## config.mk

```make
export PLATFORM = sky130hd
export DESIGN_NAME = psg_envelope_generator_top
export DESIGN_NICKNAME = d
export VERILOG_FILES = /design/src/psgeg_pkg.sv /design/src/psg_envelope_generator_top.sv /design/src/psgeg_core.sv
export SDC_FILE = /design/constraint.sdc
export NUM_CORES = 1
export LEC_CHECK = 0
export BUFFER_PORTS_ARGS = -buffer_cell sky130_fd_sc_hd__clkbuf_2
export CAP_MARGIN = 10
export CORE_MARGIN = 2
export CORE_UTILIZATION = 52
export CTS_BUF_LIST = sky130_fd_sc_hd__clkbuf_4
export CTS_CLUSTER_DIAMETER = 120
export DETAILED_ROUTE_END_ITERATION = 7
export HOLD_SLACK_MARGIN = 0.15
export PLACE_DENSITY_LB_ADDON = 0.1
export SYNTH_ARGS = -nofsm -noshare
export SYNTH_HDL_FRONTEND = slang
export SYNTH_SLANG_ARGS = --single-unit
```

## constraint.sdc

```tcl
create_clock -name clk -period 3.4 [get_ports clk]
set_input_delay 0.51 -clock clk [delete_from_list [all_inputs] [get_ports clk]]
set_output_delay 0.51 -clock clk [all_outputs]
set_load 0.05 [all_outputs]
```

## src/psgeg_pkg.sv

```systemverilog
`default_nettype none

package psgeg_pkg;

	// Field and register widths.
	localparam int unsigned LEVEL_W  = 8;
	localparam int unsigned PHASE_W  = 2;
	localparam int unsigned SHAPE_W  = 5;
	localparam int unsigned PERIOD_W = 16;
	localparam int unsigned DATA_W   = 32;
	localparam int unsigned ADDR_W   = 3;

	// Register indexes (word address bit two).
	localparam logic REG_SHAPE  = 1'b0;
	localparam logic REG_PERIOD = 1'b1;

	typedef logic [LEVEL_W-1:0]  level_t;
	typedef logic [PHASE_W-1:0]  phase_t;
	typedef logic [SHAPE_W-1:0]  shape_t;
	typedef logic [PERIOD_W-1:0] period_t;

	// Ramp phase codes as seen on the result channel.
	localparam phase_t PH_FALL = 2'd0;
	localparam phase_t PH_RISE = 2'd1;
	localparam phase_t PH_HOLD = 2'd2;

	localparam level_t LEVEL_TOP = 8'd255;
	localparam level_t LEVEL_BOT = 8'd0;

	// Register write commands from the bus decoder to the envelope core.
	typedef struct packed {
		logic    shape_we;
		logic    period_we;
		period_t wdata;
	} cfg_wr_t;

	// Register and envelope state shown by the core.
	typedef struct packed {
		shape_t  shape;
		period_t period;
		level_t  level;
		phase_t  phase;
	} env_stat_t;

endpackage

`default_nettype wire

```

## src/psg_envelope_generator_top.sv

```systemverilog
// Envelope generator of a programmable sound chip, 8-bit amplitude.
// Input channel (in_valid, in_stall, tick): one transaction per audio sample.
// Each accepted transaction yields exactly one result transaction
// (out_valid, out_stall, env_level, env_phase) holding the level and phase
// as they were before that transaction's step; a tick of zero reports
// without advancing.
// Registered result: with the output free, it is in the output register on
// the cycle after acceptance. Throughput is one transaction per clock while
// in_stall is low, set by the prescaler compare and level update in the core.
// When the receiver stalls, the output register holds its result and a
// skid register takes one more; in_stall rises only while the skid
// register is full.
// The APB port writes env_shape at 0x0 and env_period at 0x4; writing the
// shape restarts the envelope. Write registers only while the block is idle.
// Reset sets shape 16 (disabled, holding at level 0), period 0 and
// empties both result registers.
`default_nettype none

module psg_envelope_generator_top (
	input  wire                                clk,
	input  wire                                arst_n,
	// APB configuration port
	input  wire                                psel,
	input  wire                                penable,
	input  wire                                pwrite,
	input  wire  [psgeg_pkg::ADDR_W-1:0]       paddr,
	input  wire  [psgeg_pkg::DATA_W-1:0]       pwdata,
	output logic [psgeg_pkg::DATA_W-1:0]       prdata,
	output logic                               pready,
	// Input channel
	input  wire                                in_valid,
	output logic                               in_stall,
	input  wire                                tick,
	// Result channel
	output logic                               out_valid,
	input  wire                                out_stall,
	output psgeg_pkg::level_t                  env_level,
	output psgeg_pkg::phase_t                  env_phase
);

	psgeg_pkg::cfg_wr_t   cfg_wr;
	psgeg_pkg::env_stat_t stat;

	logic               wr_en;
	logic               in_acc;
	logic               out_free;
	logic               skid_v_q;
	psgeg_pkg::level_t  skid_level_q;
	psgeg_pkg::phase_t  skid_phase_q;

	// Register write decode; byte lane bits are ignored.
	assign pready           = 1'b1;
	assign wr_en            = psel && penable && pwrite;
	assign cfg_wr.shape_we  = wr_en && (paddr[2] == psgeg_pkg::REG_SHAPE);
	assign cfg_wr.period_we = wr_en && (paddr[2] == psgeg_pkg::REG_PERIOD);
	assign cfg_wr.wdata     = pwdata[psgeg_pkg::PERIOD_W-1:0];

	// Register read back.
	always_comb begin
		prdata = '0;
		case (paddr[2])
			psgeg_pkg::REG_SHAPE:  prdata[psgeg_pkg::SHAPE_W-1:0]  = stat.shape;
			psgeg_pkg::REG_PERIOD: prdata[psgeg_pkg::PERIOD_W-1:0] = stat.period;
			default:               prdata = '0;
		endcase
	end

	assign in_stall = skid_v_q;
	assign in_acc   = in_valid && !skid_v_q;
	assign out_free = !out_valid || !out_stall;

	psgeg_core u_core (
		.clk     (clk),
		.arst_n  (arst_n),
		.cfg_wr  (cfg_wr),
		.step_en (in_acc && tick),
		.stat    (stat)
	);

	// Output register with one skid entry behind it.
	always_ff @(posedge clk or negedge arst_n) begin
		if (!arst_n) begin
			out_valid <= 1'b0;
			skid_v_q  <= 1'b0;
		end else if (out_free) begin
			if (skid_v_q) begin
				out_valid <= 1'b1;
				skid_v_q  <= 1'b0;
			end else begin
				out_valid <= in_acc;
			end
		end else if (in_acc) begin
			skid_v_q <= 1'b1;
		end
	end

	always_ff @(posedge clk) begin
		if (out_free) begin
			if (skid_v_q) begin
				env_level <= skid_level_q;
				env_phase <= skid_phase_q;
			end else if (in_acc) begin
				env_level <= stat.level;
				env_phase <= stat.phase;
			end
		end else if (in_acc) begin
			skid_level_q <= stat.level;
			skid_phase_q <= stat.phase;
		end
	end

endmodule

`default_nettype wire

```

## src/psgeg_core.sv

```systemverilog
`default_nettype none

module psgeg_core (
	input  wire                  clk,
	input  wire                  arst_n,
	input  wire psgeg_pkg::cfg_wr_t cfg_wr,
	input  wire                  step_en,
	output psgeg_pkg::env_stat_t stat
);

	psgeg_pkg::shape_t  shape_q;
	psgeg_pkg::period_t period_q;
	psgeg_pkg::period_t counter_q;
	psgeg_pkg::level_t  level_q;
	psgeg_pkg::phase_t  phase_q;

	logic [psgeg_pkg::PERIOD_W:0] next_cnt;
	logic                         step_due;
	logic                         ramping;
	psgeg_pkg::shape_t            wr_shape;

	assign wr_shape = cfg_wr.wdata[psgeg_pkg::SHAPE_W-1:0];
	assign ramping  = (phase_q == psgeg_pkg::PH_FALL) || (phase_q == psgeg_pkg::PH_RISE);
	assign next_cnt = {1'b0, counter_q} + {{psgeg_pkg::PERIOD_W{1'b0}}, 1'b1};
	assign step_due = next_cnt >= {1'b0, period_q};

	// Shape writes restart the envelope; ticks advance the prescaler and level.
	always_ff @(posedge clk or negedge arst_n) begin
		if (!arst_n) begin
			shape_q   <= psgeg_pkg::shape_t'(16);
			period_q  <= '0;
			counter_q <= '0;
			level_q   <= psgeg_pkg::LEVEL_BOT;
			phase_q   <= psgeg_pkg::PH_HOLD;
		end else if (cfg_wr.shape_we) begin
			counter_q <= '0;
			if (!wr_shape[4]) begin
				shape_q <= wr_shape;
				if (wr_shape[2]) begin
					level_q <= psgeg_pkg::LEVEL_BOT;
					phase_q <= psgeg_pkg::PH_RISE;
				end else begin
					level_q <= psgeg_pkg::LEVEL_TOP;
					phase_q <= psgeg_pkg::PH_FALL;
				end
			end else begin
				shape_q  <= '0;
				period_q <= '0;
				level_q  <= psgeg_pkg::LEVEL_BOT;
				phase_q  <= psgeg_pkg::PH_HOLD;
			end
		end else if (cfg_wr.period_we) begin
			period_q <= cfg_wr.wdata;
		end else if (step_en && ramping) begin
			if (!step_due) begin
				counter_q <= next_cnt[psgeg_pkg::PERIOD_W-1:0];
			end else begin
				counter_q <= '0;
				if (phase_q == psgeg_pkg::PH_FALL) begin
					if (level_q != psgeg_pkg::LEVEL_BOT) begin
						level_q <= level_q - 8'd1;
					end else begin
						// End of a falling ramp: the shape picks the next move.
						case (shape_q) inside
							[5'd0:5'd3], 5'd9: begin
								phase_q <= psgeg_pkg::PH_HOLD;
							end
							5'd8: begin
								level_q <= psgeg_pkg::LEVEL_TOP;
							end
							5'd10, 5'd14: begin
								phase_q <= psgeg_pkg::PH_RISE;
							end
							5'd11: begin
								level_q <= psgeg_pkg::LEVEL_TOP;
								phase_q <= psgeg_pkg::PH_HOLD;
							end
							default: begin
							end
						endcase
					end
				end else begin
					if (level_q != psgeg_pkg::LEVEL_TOP) begin
						level_q <= level_q + 8'd1;
					end else begin
						// End of a rising ramp: the shape picks the next move.
						case (shape_q) inside
							[5'd4:5'd7], 5'd15: begin
								level_q <= psgeg_pkg::LEVEL_BOT;
								phase_q <= psgeg_pkg::PH_HOLD;
							end
							5'd10, 5'd14: begin
								phase_q <= psgeg_pkg::PH_FALL;
							end
							5'd12: begin
								level_q <= psgeg_pkg::LEVEL_BOT;
							end
							5'd13: begin
								phase_q <= psgeg_pkg::PH_HOLD;
							end
							default: begin
							end
						endcase
					end
				end
			end
		end
	end

	assign stat.shape  = shape_q;
	assign stat.period = period_q;
	assign stat.level  = level_q;
	assign stat.phase  = phase_q;

endmodule

`default_nettype wire

```

; ---- Yosys cells after proc, flatten, opt, wreduce, memory -nomap -nowiden
; Index checks and enable logic that the tools add are counted.
[totals]
in_bits = 43
mem_bits_ro = 0
regBits = 69
memories = 0
mem_bits_rw = 0
wordCells = 124
latchBits = 0
[op_classes]
n_lt_le_gt_ge = 5
eq_ne = 21
bitwise_logic = 2
n_addsub = 3
shifts = 0
n_reduce_logical = 32
div = 0
multipliers = 0
n_mux = 50
[ops]
columns = cell, n
row1 = two-way mux 8 bit, 18
row2 = two-way mux 16 bit, 7
row3 = "equality test 5 x 4 -> 1 bit, second input constant", 8
row4 = two-way mux 2 bit, 18
row5 = "adder 16 x 1 -> 17 bit, second input constant", 1
row6 = greater-or-equal comparator 17 x 16 -> 1 bit, 1
row7 = "inequality test 5 bit, second input constant", 3
row8 = two-way mux 11 bit, 1
row9 = one-hot mux 5 bit (2 select lines), 1
row10 = nonzero test 2 bit, 5
row11 = nonzero test 5 bit, 2
row12 = logical AND 1 bit, 9
row13 = AND reduction 9 bit, 1
row14 = "adder 8 x 1 -> 8 bit, second input constant", 1
row15 = "inequality test 4 bit, second input constant", 2
row16 = "inequality test 8 bit, second input constant", 1
row17 = AND reduction 2 bit, 4
row18 = AND reduction 8 bit, 1
row19 = nonzero test 8 bit, 1
row20 = "subtractor 8 x 1 -> 8 bit, second input constant", 1
row21 = OR reduction 2 bit, 3
row22 = "greater-or-equal comparator 5 x 1 -> 1 bit, second input constant", 1
row23 = "greater-or-equal comparator 5 x 3 -> 1 bit, second input constant", 1
row24 = "less-or-equal comparator 5 x 2 -> 1 bit, second input constant", 1
row25 = other kinds (14), 21

; ---- Depth between registers and ports, before layout
[logic_depth]
ltp_word = 11
depth_mapped = 14
mapped_depth_nobuf = 12

; ---- Hierarchy
; From an unflattened synthesis, not the netlist that was laid out.
[hier_totals]
hier_cells = 415
area_unflattened_um2 = 4317.9
[modules_own_cells]
columns = module, cells_each, n_inst, seq_area_each_um2, area_per_inst_um2
row1 = psgeg_core, 337, 1, 1178.6, 3165.5
row2 = psg_envelope_generator_top, 78, 1, 650.6, 1152.4

; ---- Worst setup path after synthesis
; Ideal clock, no wire load.
[synth_path]
kind = reg2reg
startpoint = register u_core.counter_q[2]
endpoint = register u_core.phase_q[0]
path_stages_with_launch = 15
period_less_slack_ns = 3.231
path_slack_ns = 0.169
path_buffers = 2
arrival_ns = 3.106
cell_sequence = dfrtp_1 and3_1 nand2_1 or3_1 clkbuf_1 nand2b_1 xnor2_1 ha_1 nand3_1 nor3_1 a2111oi_0 nand4_1 buf_2 o21bai_4 mux2_4
[synth_via]
elab_chain_cells = 4
[synth_lines]
columns = element, line
row1 = "start, declared", psgeg_core.sv:13  ; psgeg_pkg::period_t counter_q;
row2 = "start signal, assigned", psgeg_core.sv:56  ; counter_q <= next_cnt[psgeg_pkg::PERIOD_W-1:0];
row3 = adder 16 x 1 -> 17 bit, psgeg_core.sv:24  ; assign next_cnt = {1'b0, counter_q} + {{psgeg_pkg::PERIOD_W{1'b0}}, 1'b1};
row4 = greater-or-equal comparator 17 x 16 -> 1 bit, psgeg_core.sv:25  ; assign step_due = next_cnt >= {1'b0, period_q};
row5 = nonzero test 2 bit (no line), n/a
row6 = AND reduction 9 bit (no line), n/a
row7 = "end signal, assigned", psgeg_core.sv:34  ; phase_q <= psgeg_pkg::PH_HOLD;
row8 = "end signal, assigned", psgeg_core.sv:41  ; phase_q <= psgeg_pkg::PH_RISE;
row9 = "end signal, assigned", psgeg_core.sv:44  ; phase_q <= psgeg_pkg::PH_FALL;
row10 = "end, declared", psgeg_core.sv:15  ; psgeg_pkg::phase_t phase_q;
; No other way between the ends.
; A chain may end at the register's enable or synchronous reset.

; ---- Worst setup path in the final report
[layout_path]
startpoint = register u_core.counter_q[3]
endpoint = register u_core.level_q[1]
[layout_via]
elab_chain_cells = 4
[layout_lines]
columns = element, line
row1 = adder 16 x 1 -> 17 bit, psgeg_core.sv:24
row2 = greater-or-equal comparator 17 x 16 -> 1 bit, psgeg_core.sv:25
row3 = nonzero test 2 bit (no line), n/a
row4 = AND reduction 8 bit (no line), n/a
row5 = "end signal, assigned", psgeg_core.sv:33  ; level_q <= psgeg_pkg::LEVEL_BOT;
row6 = "end signal, assigned", psgeg_core.sv:40  ; level_q <= psgeg_pkg::LEVEL_BOT;
row7 = "end signal, assigned", psgeg_core.sv:43  ; level_q <= psgeg_pkg::LEVEL_TOP;
row8 = "end, declared", psgeg_core.sv:14  ; psgeg_pkg::level_t level_q;
; No other way between the ends.

==> impl_metrics.ini <==
[cts]
cts_tree = done
cts_num_sinks = 69
cts_root_buf = clkbuf_4
clockBufferDepth = 2
htreeDepth = 3
cts_buffers = 9
clk_pin_slew_worst_paths_ns = 0.13
clock_latency_ns = 0.44

[floorplan]
die_area_um2 = 8940
die_h_um = 94.5
fp.dieW_um = 94.5
initial_core_util_pct = 52.7
core_area_um2 = 8090
num_rows = 33
io_pins = 88

[cells_and_area]
mostFrequentLayoutCell = clkbuf_2
nets = 555
n_antenna_cell = 0
area_growth_pct = 15.4
layout-drive-gt1-share_pct = 29.0
fin_cells = 602
final_cell_mix = clkbuf_2, dfrtp_1, nand2_1
stdcell_area_um2 = 4920

[hold_path]
hold_class = in2reg

[sta]
finalSetupTns_ns = 0
hold-worst-slack_ns = 0.279
fin_crit_ns = 3.21
drv_slew = 0
fmax_mhz = 311
max_slew.worst_pin.slew_ns = 1.15
fin_crit_sh_pct = 94.5
finalSetupViolCount = 0
slew_headroom_pct = 23.0
skew_ns = 0.0181
hold_viol = 0

[power_and_ir_drop]
p_seq_share_pct = 43.9
p_int_mw = 1.52
vdd_ir_drop_max_uv = 240
power_density_nw_per_um2 = 500
switching_share_pct = 38.3
p_leak_nw = 2.35
p_sw_uw = 941
pwr-share-clk_pct = 22.7
p_comb_share_pct = 33.4

[synthesis]
ys_types = 62
synth-main-ff-cell = dfrtp_1
ys_seq_elements = 69
ys_seq_area_share_pct = 42.9
netlist_area_um2 = 4260
yosys_warnings = 0
synthArstFlopShare_pct = 71.0
synthCells = 423
synth_area_per_cell_um2 = 10.1
synth_edf_count = 20

[worst_setup_path]
cp_num_buf_inv = 4
path_cells = and3_4 > buf_4 > nand3_1 > nor2_2 > buf_4 > nand2_1 > xnor2_2 > ha_1 > nand4_1 > nor3_1 > a2111oi_2 > nand4_1 > buf_4 > o21ai_4 > buf_12 > mux2_4
criticalPathCategory = reg2reg
start_kind = register
r2r_start = u_core.counter_q[3]
critPathCaptureType = register
worstSetupStartpoint = u_core.counter_q[3]
cp_slowest_cell = dfrtp_1
cp_max_fo = 8
reg2reg_depth = 16
path_delay_family = simple AND/OR/NAND/NOR gates
reg2reg_slack_ns = 0.19
path_common_cell = buf_4
critPathCapture = u_core.level_q[1]
slowest_delay_ns = 0.38
critPathArrivalTime_ns = 3.53
crit_required_ns = 3.72
crit_cells = 16
timing.rr.end = u_core.level_q[1]

[outcome]
outcome = complete, no violations

[drt]
vias = 3301
wirelength_mm = 9.41
wl_per_cell_um = 15.6
firstDrtPassIters = 4
drt_iter0_markers = 108
final_antenna_net_count = 0
drc_errors = 0
viasPerCell = 5.48

[global_routing]
grt_max_degree = 34
grt_pass1_wl_mm = 15.8
antenna_found_initial = 0
grt.total_usage_pct = 22.9
grt_pass1_vias = 3281
overflow = 0

[place]
place_inst = 579
dpl_cell_area_um2 = 4660
port_buffers = 52
gp_congestion = 0.801
place_hpwl_mm = 6.62

[run]
maxCapViolations = 0
==> final cells by class <==
type / instances / area [um2]
inverters: 20 / 75.1
well taps: 105 / 131
repair buffers: 83 / 509
flip-flops and latches: 69 / 1830
multi-input cells: 309 / 2230
clock buffers: 9 / 67.6
fillers: 704 / 3180
clock inverters: 7 / 72.6
==> how the worst min path moves through the flow <==
stage                          from             endpoint  slack, ns  cells past startpoint
after floorplan              arst_n             in_stall       0.21                      0
after global placement       arst_n  u_core.period_q[11]       0.47                      1
after detailed placement     arst_n  u_core.period_q[11]       0.48                      1
after CTS                 pwdata[5]   u_core.period_q[5]       0.26                      2
after global routing      pwdata[5]   u_core.period_q[5]       0.25                      2
final                     pwdata[5]   u_core.period_q[5]       0.28                      2
==> through the flow <==
stage	utilization (%)	total power, mW	setup slack, ns
after global placement	57.6	1.86	-0.0179
after detailed placement	57.6	1.89	-0.0241
final	60.8	2.46	0.187
after CTS	59.9	2.46	0.0136
after floorplan	-	1.72	0.169
after global routing	60.8	2.62	-0.00366
==> power by group through the flow <==
stage / logic (mW) / clock network (mW) / registers (mW)
finish: 0.821 / 0.559 / 1.08
floorplan: 0.599 / 0 / 1.12
global placement: 0.774 / 0 / 1.09
global route: 0.911 / 0.611 / 1.10
CTS: 0.802 / 0.576 / 1.08
detailed placement: 0.794 / 0 / 1.10
==> registers in the layout, indices dropped and copies added, names as in the netlist, 2 cells and up <==
| name | cells |
|---|---|
| u_core.period_q | 16 |
| skid_phase_q | 2 |
| skid_level_q | 8 |
| u_core.shape_q | 5 |
| env_phase | 2 |
| u_core.phase_q | 2 |
| u_core.counter_q | 16 |
| env_level | 8 |
| u_core.level_q | 8 |
==> worst register-to-register path, stage by stage, from the launching register on <==
cell and delay, ns:
dfrtp_1 0.38, and3_4 0.20, buf_4 0.11, nand3_1 0.11, nor2_2 0.17, buf_4 0.14, nand2_1 0.08, xnor2_2 0.22
ha_1 0.28, nand4_1 0.14, nor3_1 0.08, a2111oi_2 0.28, nand4_1 0.13, buf_4 0.17, o21ai_4 0.16, buf_12 0.16
mux2_4 0.30
==> timing repair <==
action	in CTS	in global routing
endpoints found under the setup margin	11	26
hold buffers	1	0
resized for setup	4	10
setup buffers	0	5
pin swaps	1	7
cloned	0	1
hold endpoints to repair	16	0
==> routing by layer <==
layer	share of wire (%)	track usage [%]	routed length, um	up-vias
li1	-	-	-	1615
met1	43	27.9	4050	1597
met2	51	40.2	4820	75
met3	4.0	3.99	375	14
met4	1.7	9.54	160	0
met5	0	0	0	-
==> synthesized netlist by cell type (4+ instances only) <==
cell	count	area [um2]
clkbuf_1	14	52.6
nand2b_1	10	62.6
nand2_1	35	131
a22o_1	16	140
nand4_1	8	50.1
dfrtp_1	47	1180
o31ai_1	5	37.5
mux2_2	11	124
and3_1	8	50.1
o21ai_0	27	135
nor2_1	21	78.8
ha_1	20	250
a21oi_1	13	65.1
nand3_1	10	50.1
nor2b_1	5	31.3
inv_1	20	75.1
or3_1	4	25.0
xor2_1	6	52.6
and2_1	18	113
edfxtp_1	20	601
buf_2	7	35.0
a31o_2	5	43.8
nor3_1	4	20.0
buf_4	17	128
xnor2_1	13	114
mux2_4	9	135
==> kinds of logic after synthesis <==
family | synth area share, %
multiplexers | 6.31
other | 0.176
XOR/XNOR | 3.90
buffers and inverters | 7.34
adder cells (fa/ha/maj) | 5.87
AO/OA/AOI/OAI | 16.4
flip-flops | 42.9
AND/OR/NAND/NOR | 17.1
(Power assumes the default switching activity.)
